<file path="src/rtl/deq_pkg.sv">
`timescale 1ns / 1ps
// ----------------------------------------------------------------------------
// deq_pkg
// Shared types and constants for the double-ended queue.
// ----------------------------------------------------------------------------
package deq_pkg;

    localparam int DEPTH_DEFAULT = 16;
    localparam int DATA_W        = 32;
    localparam int FILL_W        = 5;

    typedef enum logic [1:0] {
        FN_PUSH_REAR  = 2'd0,
        FN_PUSH_FRONT = 2'd1,
        FN_POP_FRONT  = 2'd2,
        FN_POP_REAR   = 2'd3
    } func_t;

    typedef enum logic [1:0] {
        ST_DONE      = 2'd0,
        ST_OVERFLOW  = 2'd1,
        ST_UNDERFLOW = 2'd2
    } status_t;

    typedef enum logic {
        S_IDLE,
        S_READ
    } state_t;

    typedef struct packed {
        logic wr_en;
        logic rd_en;
    } mem_ctl_t;

endpackage

</file>
<file path="src/rtl/deq_req_if.sv">
`timescale 1ns / 1ps
// ----------------------------------------------------------------------------
// deq_req_if
// Request channel: one queue operation per item.
// ----------------------------------------------------------------------------
interface deq_req_if;

    logic                                valid;
    logic                                ready;
    deq_pkg::func_t                      func;
    logic signed [deq_pkg::DATA_W-1:0]   push_value;

    modport source (output valid, output func, output push_value, input ready);
    modport sink   (input valid, input func, input push_value, output ready);

endinterface

</file>
<file path="src/rtl/deq_rsp_if.sv">
`timescale 1ns / 1ps
// ----------------------------------------------------------------------------
// deq_rsp_if
// Response channel: one result item per operation.
// ----------------------------------------------------------------------------
interface deq_rsp_if;

    logic                                valid;
    logic                                ready;
    deq_pkg::status_t                    status;
    logic signed [deq_pkg::DATA_W-1:0]   element_label;
    logic signed [deq_pkg::DATA_W-1:0]   popped_value;
    logic [deq_pkg::FILL_W-1:0]          fill_level;

    modport source (
        output valid, output status, output element_label,
        output popped_value, output fill_level, input ready
    );
    modport sink (
        input valid, input status, input element_label,
        input popped_value, input fill_level, output ready
    );

endinterface

</file>
<file path="src/rtl/double_ended_queue.sv">
`timescale 1ns / 1ps
// ----------------------------------------------------------------------------
// double_ended_queue
// Bounded deque of signed 32-bit values in a ring of DEPTH entries.
// ----------------------------------------------------------------------------
//  channel | dir | fields                                          | handshake
//  req     | in  | func, push_value                                | valid/ready
//  rsp     | out | status, element_label, popped_value, fill_level | valid/ready
//
//  Push and error items: result registered in the cycle after acceptance.
//  Successful pops: the memory read data register, then the result register.
//  A new item is taken while no read is pending and the result register is
//  empty or being drained in the same cycle.
//  Asynchronous reset empties the queue at once; the entry memory is not cleared.
// ----------------------------------------------------------------------------
module double_ended_queue #(
    parameter int DEPTH = deq_pkg::DEPTH_DEFAULT
) (
    input  logic        clk,
    input  logic        rst_n,
    deq_req_if.sink     req,
    deq_rsp_if.source   rsp
);
    import deq_pkg::*;

    localparam int ADDR_W = $clog2(DEPTH);

    mem_ctl_t            mem_ctl;
    logic [ADDR_W-1:0]   mem_wr_addr;
    logic [DATA_W-1:0]   mem_wr_data;
    logic [ADDR_W-1:0]   mem_rd_addr;
    logic [DATA_W-1:0]   mem_rd_data;

    deq_ctrl #(
        .DEPTH  (DEPTH),
        .ADDR_W (ADDR_W)
    ) u_ctrl (
        .clk         (clk),
        .rst_n       (rst_n),
        .req         (req),
        .rsp         (rsp),
        .mem_ctl     (mem_ctl),
        .mem_wr_addr (mem_wr_addr),
        .mem_wr_data (mem_wr_data),
        .mem_rd_addr (mem_rd_addr),
        .mem_rd_data (mem_rd_data)
    );

    deq_mem #(
        .DEPTH  (DEPTH),
        .ADDR_W (ADDR_W)
    ) u_mem (
        .clk     (clk),
        .ctl     (mem_ctl),
        .wr_addr (mem_wr_addr),
        .wr_data (mem_wr_data),
        .rd_addr (mem_rd_addr),
        .rd_data (mem_rd_data)
    );

endmodule

</file>
<file path="src/rtl/deq_mem.sv">
`timescale 1ns / 1ps
// ----------------------------------------------------------------------------
// deq_mem
// Entry storage: one write port, one read port, registered read data.
// ----------------------------------------------------------------------------
module deq_mem #(
    parameter int DEPTH  = deq_pkg::DEPTH_DEFAULT,
    parameter int ADDR_W = $clog2(DEPTH)
) (
    input  logic                        clk,
    input  deq_pkg::mem_ctl_t           ctl,
    input  logic [ADDR_W-1:0]           wr_addr,
    input  logic [deq_pkg::DATA_W-1:0]  wr_data,
    input  logic [ADDR_W-1:0]           rd_addr,
    output logic [deq_pkg::DATA_W-1:0]  rd_data
);
    import deq_pkg::*;

    logic [DATA_W-1:0] mem [DEPTH];
    logic [DATA_W-1:0] rd_data_reg;

    always_ff @(posedge clk)
    begin
        if (ctl.wr_en)
        begin
            mem[wr_addr] <= wr_data;
        end
    end

    always_ff @(posedge clk)
    begin
        if (ctl.rd_en)
        begin
            rd_data_reg <= mem[rd_addr];
        end
    end

    assign rd_data = rd_data_reg;

endmodule

</file>
<file path="src/rtl/deq_ctrl.sv">
`timescale 1ns / 1ps
// ----------------------------------------------------------------------------
// deq_ctrl
// Ring pointers, fill count, labels, memory requests and result register.
// ----------------------------------------------------------------------------
module deq_ctrl #(
    parameter int DEPTH  = deq_pkg::DEPTH_DEFAULT,
    parameter int ADDR_W = $clog2(DEPTH)
) (
    input  logic                        clk,
    input  logic                        rst_n,
    deq_req_if.sink                     req,
    deq_rsp_if.source                   rsp,
    output deq_pkg::mem_ctl_t           mem_ctl,
    output logic [ADDR_W-1:0]           mem_wr_addr,
    output logic [deq_pkg::DATA_W-1:0]  mem_wr_data,
    output logic [ADDR_W-1:0]           mem_rd_addr,
    input  logic [deq_pkg::DATA_W-1:0]  mem_rd_data
);
    import deq_pkg::*;

    localparam int CNT_W = $clog2(DEPTH + 1);

    state_t              state_reg, state_next;
    logic [ADDR_W-1:0]   head_reg, head_next;
    logic [CNT_W-1:0]    fill_reg, fill_next;
    logic [DATA_W-1:0]   front_label_reg, front_label_next;

    logic                rsp_valid_reg, rsp_valid_next;
    status_t             rsp_status_reg, rsp_status_next;
    logic [DATA_W-1:0]   rsp_label_reg, rsp_label_next;
    logic [DATA_W-1:0]   rsp_value_reg, rsp_value_next;
    logic [FILL_W-1:0]   rsp_fill_reg, rsp_fill_next;

    logic                accept;
    logic                full;
    logic                empty;
    logic                is_push;
    logic [ADDR_W-1:0]   fill_lo;
    logic [ADDR_W-1:0]   rear_off;
    logic [ADDR_W:0]     rear_sum;
    logic [ADDR_W-1:0]   rear_idx;
    logic [ADDR_W-1:0]   head_inc;
    logic [ADDR_W-1:0]   head_dec;
    logic [DATA_W-1:0]   rear_label;

    assign req.ready = (state_reg == S_IDLE) && (!rsp_valid_reg || rsp.ready);
    assign accept    = req.valid && req.ready;

    assign full     = (fill_reg == CNT_W'(DEPTH));
    assign empty    = (fill_reg == '0);
    assign is_push  = (req.func == FN_PUSH_REAR) || (req.func == FN_PUSH_FRONT);
    assign fill_lo  = fill_reg[ADDR_W-1:0];
    assign rear_off = is_push ? fill_lo : fill_lo - ADDR_W'(1);
    assign rear_sum = {1'b0, head_reg} + {1'b0, rear_off};
    assign rear_idx = (rear_sum >= (ADDR_W + 1)'(DEPTH))
                    ? ADDR_W'(rear_sum - (ADDR_W + 1)'(DEPTH))
                    : rear_sum[ADDR_W-1:0];
    assign head_inc = (head_reg == ADDR_W'(DEPTH - 1)) ? '0 : head_reg + ADDR_W'(1);
    assign head_dec = (head_reg == '0) ? ADDR_W'(DEPTH - 1) : head_reg - ADDR_W'(1);
    assign rear_label = front_label_reg + DATA_W'(rear_off);

    always_comb
    begin
        state_next       = state_reg;
        head_next        = head_reg;
        fill_next        = fill_reg;
        front_label_next = front_label_reg;
        rsp_valid_next   = rsp_valid_reg && !rsp.ready;
        rsp_status_next  = rsp_status_reg;
        rsp_label_next   = rsp_label_reg;
        rsp_value_next   = rsp_value_reg;
        rsp_fill_next    = rsp_fill_reg;
        mem_ctl          = '0;
        mem_wr_addr      = head_reg;
        mem_wr_data      = req.push_value;
        mem_rd_addr      = head_reg;

        unique case (state_reg)
            S_IDLE:
            begin
                if (accept)
                begin
                    rsp_status_next = ST_DONE;
                    rsp_label_next  = '0;
                    rsp_value_next  = '0;
                    rsp_valid_next  = 1'b1;
                    case (req.func)
                        FN_PUSH_REAR, FN_PUSH_FRONT:
                        begin
                            if (full)
                            begin
                                rsp_status_next = ST_OVERFLOW;
                            end
                            else
                            begin
                                mem_ctl.wr_en = 1'b1;
                                fill_next     = fill_reg + CNT_W'(1);
                                if (empty)
                                begin
                                    front_label_next = '0;
                                end
                                else if (req.func == FN_PUSH_REAR)
                                begin
                                    mem_wr_addr    = rear_idx;
                                    rsp_label_next = rear_label;
                                end
                                else
                                begin
                                    mem_wr_addr      = head_dec;
                                    head_next        = head_dec;
                                    front_label_next = front_label_reg - DATA_W'(1);
                                    rsp_label_next   = front_label_reg - DATA_W'(1);
                                end
                            end
                        end
                        default:
                        begin
                            if (empty)
                            begin
                                rsp_status_next = ST_UNDERFLOW;
                            end
                            else
                            begin
                                // value arrives from memory next cycle
                                mem_ctl.rd_en  = 1'b1;
                                rsp_valid_next = 1'b0;
                                state_next     = S_READ;
                                fill_next      = fill_reg - CNT_W'(1);
                                if (req.func == FN_POP_FRONT)
                                begin
                                    rsp_label_next   = front_label_reg;
                                    head_next        = head_inc;
                                    front_label_next = front_label_reg + DATA_W'(1);
                                end
                                else
                                begin
                                    mem_rd_addr    = rear_idx;
                                    rsp_label_next = rear_label;
                                end
                            end
                        end
                    endcase
                    rsp_fill_next = FILL_W'(fill_next);
                end
            end
            S_READ:
            begin
                rsp_value_next = mem_rd_data;
                rsp_valid_next = 1'b1;
                state_next     = S_IDLE;
            end
            default:
            begin
                state_next = S_IDLE;
            end
        endcase
    end

    always_ff @(posedge clk or negedge rst_n)
    begin
        if (!rst_n)
        begin
            state_reg       <= S_IDLE;
            head_reg        <= '0;
            fill_reg        <= '0;
            front_label_reg <= '0;
            rsp_valid_reg   <= 1'b0;
        end
        else
        begin
            state_reg       <= state_next;
            head_reg        <= head_next;
            fill_reg        <= fill_next;
            front_label_reg <= front_label_next;
            rsp_valid_reg   <= rsp_valid_next;
        end
    end

    always_ff @(posedge clk)
    begin
        rsp_status_reg <= rsp_status_next;
        rsp_label_reg  <= rsp_label_next;
        rsp_value_reg  <= rsp_value_next;
        rsp_fill_reg   <= rsp_fill_next;
    end

    assign rsp.valid         = rsp_valid_reg;
    assign rsp.status        = rsp_status_reg;
    assign rsp.element_label = rsp_label_reg;
    assign rsp.popped_value  = rsp_value_reg;
    assign rsp.fill_level    = rsp_fill_reg;

    a_fill_bound: assert property (@(posedge clk) disable iff (!rst_n)
        fill_reg <= CNT_W'(DEPTH))
        else $error("fill count beyond depth");

    a_head_bound: assert property (@(posedge clk) disable iff (!rst_n)
        head_reg <= ADDR_W'(DEPTH - 1))
        else $error("head pointer beyond ring");

    a_pop_reads: assert property (@(posedge clk) disable iff (!rst_n)
        accept && !is_push && !empty |=> state_reg == S_READ)
        else $error("pop did not start a memory read");

    a_read_free: assert property (@(posedge clk) disable iff (!rst_n)
        state_reg == S_READ |-> !rsp_valid_reg)
        else $error("result register busy during read");

    a_read_done: assert property (@(posedge clk) disable iff (!rst_n)
        state_reg == S_READ |=> rsp_valid_reg && state_reg == S_IDLE)
        else $error("read data not delivered");

endmodule
</file>
<file path="src/flat_wrapper.sv">
// flat-port wrapper written by rule: the top's interface ports become plain ports
module double_ended_queue_flat import deq_pkg::*;
#(
    parameter int DEPTH = deq_pkg::DEPTH_DEFAULT
)
  (clk, rst_n, req_valid, req_func, req_push_value, req_ready, rsp_valid, rsp_status, rsp_element_label, rsp_popped_value, rsp_fill_level, rsp_ready);
  deq_req_if req_i ();
  deq_rsp_if rsp_i ();
  input  logic clk;
  input  logic rst_n;
  input wire logic [$bits(req_i.valid)-1:0] req_valid;
  input wire logic [$bits(req_i.func)-1:0] req_func;
  input wire logic [$bits(req_i.push_value)-1:0] req_push_value;
  output wire logic [$bits(req_i.ready)-1:0] req_ready;
  output wire logic [$bits(rsp_i.valid)-1:0] rsp_valid;
  output wire logic [$bits(rsp_i.status)-1:0] rsp_status;
  output wire logic [$bits(rsp_i.element_label)-1:0] rsp_element_label;
  output wire logic [$bits(rsp_i.popped_value)-1:0] rsp_popped_value;
  output wire logic [$bits(rsp_i.fill_level)-1:0] rsp_fill_level;
  input wire logic [$bits(rsp_i.ready)-1:0] rsp_ready;
  assign req_i.valid = req_valid;
  assign req_i.func = req_func;
  assign req_i.push_value = req_push_value;
  assign req_ready = req_i.ready;
  assign rsp_valid = rsp_i.valid;
  assign rsp_status = rsp_i.status;
  assign rsp_element_label = rsp_i.element_label;
  assign rsp_popped_value = rsp_i.popped_value;
  assign rsp_fill_level = rsp_i.fill_level;
  assign rsp_i.ready = rsp_ready;
  double_ended_queue #(.DEPTH(DEPTH)) u_core (.clk(clk), .rst_n(rst_n), .req(req_i), .rsp(rsp_i));
endmodule
</file>
<file path="config.mk">
export PLATFORM = sky130hd
export DESIGN_NAME = double_ended_queue_flat
export DESIGN_NICKNAME = d
export VERILOG_FILES = /design/src/rtl/deq_pkg.sv /design/src/rtl/deq_req_if.sv /design/src/rtl/deq_rsp_if.sv /design/src/rtl/double_ended_queue.sv /design/src/rtl/deq_mem.sv /design/src/rtl/deq_ctrl.sv /design/src/flat_wrapper.sv
export SDC_FILE = /design/constraint.sdc
export NUM_CORES = 1
export LEC_CHECK = 0
export ABC_CLOCK_PERIOD_IN_PS = 13600
export BUFFER_PORTS_ARGS = -buffer_cell sky130_fd_sc_hd__buf_2
export CELL_PAD_IN_SITES_DETAIL_PLACEMENT = 1
export CELL_PAD_IN_SITES_GLOBAL_PLACEMENT = 2
export CORE_MARGIN = 2
export CORE_UTILIZATION = 50
export CTS_BUF_LIST = sky130_fd_sc_hd__clkbuf_8 sky130_fd_sc_hd__clkbuf_16
export DETAILED_ROUTE_END_ITERATION = 6
export GPL_TIMING_DRIVEN = 0
export HOLD_SLACK_MARGIN = 0.06
export PLACE_DENSITY_LB_ADDON = 0.3
export SYNTH_ARGS = -nofsm -noshare
export SYNTH_HDL_FRONTEND = slang
export SYNTH_HIERARCHICAL = 1
export SYNTH_SLANG_ARGS = --single-unit
</file>
<file path="constraint.sdc">
create_clock -name clk -period 13.6 [get_ports clk]
set_clock_uncertainty 0.1 [all_clocks]
set_input_delay 0.68 -clock clk [delete_from_list [all_inputs] [get_ports clk]]
set_output_delay 0.68 -clock clk [all_outputs]
set_load 0.005 [all_outputs]
</file>
==> results.cfg <==
[final_layout]
registers.top_by_ff_count = u_core/u_mem/mem
area_growth_pct = 15.0
drive_above_1_share = 0.219
nNetsFinal = 2007
fillers = 5244
postLayoutCoreUtil = 0.580
largest_reg_flops = 512
fin_cells = 2759

[floorplan]
die_x_um = 242
core_mm2 = 0.0562
die_h_um = 242
ios = 111
floorplan.initialDensity = 0.504
rows = 87
die_area_mm2 = 0.0586

[logic_synthesis]
synth_edf_count = 615
ys_top_cells_by_area = edfxtp_1 65%, mux4_2 10%, dfrtp_1 3.8%
ys_warn_count = 6
yosys.area.top_type = edfxtp_1
synthMostInstantiatedCell = edfxtp_1
synth_cell_types = 84
syn-num-nets = 1830
synth_commonest_cells = 615 x edfxtp_1, 128 x mux4_2, 102 x nand2_1
synthArstFlopShare = 0.0653
syn_inst = 1772
seq_area_frac_synth = 0.690
syn-cell-area_mm2 = 0.0283
synth_ff_type = edfxtp_1
synth_top_area_share = 0.652
ys_ff_latch = 658
avgSynthCellArea_um2 = 16.0

[clock_network]
htreeDepth = 3
cts_sinks = 658
post_cts_buffers = 0
clk_latency_ns = 0.62
ctsHoldBuffers = 0
ctsResizeCount = 0
clk_path_buf_depth = 3
cts_made_buffers = 69
cts.root.buffer_cell = clkbuf_16
cts_tree = yes
clkTransAtPathRegs_ns = 0.06

[timing]
setup_viol = 0
maxSlewHeadroom = 0.145
fin_crit_sh = 0.479
worstMarginPinSlew_ns = 1.28
hold_viol_final = 0
slew_viol_final = 0
fin_tns_setup_ns = 0
max_freq_ghz = 0.154
rsz0062_at_grt = false
fin_crit_ns = 6.51

[run]
cap_violations = 0

[run_status]
status = complete, no violations

[pwr]
finalPower_mw = 6.95
p_leak_nw = 10.8
peakVddDrop_mv = 0.143
power.density_mw_per_mm2 = 213

[global_route]
grt_pass1_vias = 18800
grt_max_degree = 48
grt_pass1_wl_mm = 125
grt.total_usage = 0.292
grt_antenna_before_repair = 2
grt_overflow = 0

[routing]
wl_per_cell_um = 30.6
dr.pass1.iters = 7
vias = 17800
vias_per_cell = 6.46
drt-total-wl_mm = 84.4
detail-route-antenna-nets = 0
first_iter_violations = 1818
drc = 0

[critical_path]
ff2ff_path_depth = 14
endpoint = u_core/u_mem/mem[0][1]
worstSetupStartpoint = req_func[1]
reg2reg_to = u_core/u_mem/rd_data[27]
crit_fanout = 10
cp.required_ns = 13.81
rrSetupSlack_ns = 8.14
crit_type = input pin to flip-flop
r2r-start = u_core/u_ctrl/fill_reg[0]
crit_arrival_ns = 6.72
cp-start-kind = input pin
critPathCaptureType = flip-flop

[placed_design]
place.gp.congestion = 0.934
dp_hpwl_mm = 54.8
place.port_buffers = 78
dp.cells = 2634

[hold_path]
hp-class = input pin to flip-flop
[critical path: stages]
cell	delay (ns)
buf_2	0.15
inv_1	0.09
ha_1	0.29
nor2_1	0.37
clkbuf_1	0.74
buf_1	0.73
nor2_1	0.09
a21oi_1	0.37
ha_1	0.31
a21o_1	0.16
a21oi_1	0.18
xor2_1	0.20
xnor2_1	0.14
mux2i_1	0.17
a21oi_1	0.13
or3b_2	0.62
nor3_2	0.77
buf_8	0.25
buf_4	0.24
[cell usage in the layout (no fill, tap or decap), drive strengths merged, types with 16 or more instances in the layout]
cell and instances:
edfxtp 615, buf 184, clkbuf 146, mux4 128, nand2 102, a21oi 86, nor2 84, a22oi 68
o21ai 65, dfrtp 43, and2 39, inv 32, nand3 29, nor3 29, a31oi 26, clkinv 26
nand4 20, o22ai 20, ha 18, xnor2 16, nor4 16
[cells by family (layout without fill, tap and decap cells)]
family                   after synthesis  in the layout  share of synthesized area
AND/OR/NAND/NOR                      394            394                     0.0731
XOR/XNOR                              29             29                    0.00897
adder cells (fa/ha/maj)               20             20                    0.00936
flip-flops                           658            658                      0.690
buffers and inverters                171            401                     0.0292
other                                  0              1                          0
multiplexers                         142            142                      0.107
AO/OA/AOI/OAI                        358            358                     0.0825
[through the flow]
| stage | worst slack (ns) | hold WS [ns] | instance area, um2 |
|---|---|---|---|
| final | 7.09 | 0.209 | 32600 |
| after global routing | 6.78 | 0.222 | 32600 |
| after CTS | 7.22 | 0.185 | 32600 |
| after detailed placement | 6.64 | 0.414 | 30200 |
| after global placement | 2.98 | 0.411 | 29700 |
| after floorplan | 7.16 | 0.284 | 28300 |
[area by class of cell]
class,instances,area (um2),share of cell area
sequential,658,19500,0.600
multi-input combinational,943,8070,0.248
clock buffer,71,1780,0.0545
tap,756,946,0.0290
timing repair buffer,106,860,0.0264
buffer,153,761,0.0233
clock inverter,53,566,0.0174
inverter,18,68.8,0.00211
antenna,1,2.50,0.0000768
[per-layer routing]
| layer | global-route usage | routed length [um] | vias up | part of all wire |
|---|---|---|---|---|
| met1 | 0.385 | 33400 | 9318 | 0.40 |
| met3 | 0.0489 | 6130 | 220 | 0.073 |
| met4 | 0.129 | 3350 | 0 | 0.040 |
| met2 | 0.481 | 41600 | 833 | 0.49 |
| met5 | 0 | 0 | - | 0 |
| li1 | - | - | 7462 | - |
[where the power goes]
group	leakage (nW)	switching, mW	internal, mW
registers	6.16	0.0940	2.47
logic	3.47	1.52	0.924
clock network	1.19	0.796	1.14
total	10.8	2.41	4.54
[worst min-delay path by stage]
stage	from	to	slack, ns	cells after the start
6_report	req_valid	u_core/u_ctrl/rsp.valid	0.21	3
5_1_grt	req_valid	u_core/u_ctrl/rsp.valid	0.22	3
4_1_cts	req_valid	u_core/u_ctrl/rsp.valid	0.19	3
3_5_place_dp	u_core/u_mem/rd_data[4]	u_core/u_ctrl/rsp.popped_value[4]	0.41	1
3_3_place_gp	u_core/u_mem/rd_data[3]	u_core/u_ctrl/rsp.popped_value[3]	0.41	1
2_1_floorplan	rst_n	u_core/u_ctrl/fill_reg[0]	0.28	0
Note: power is estimated with default switching activity, not from simulation.
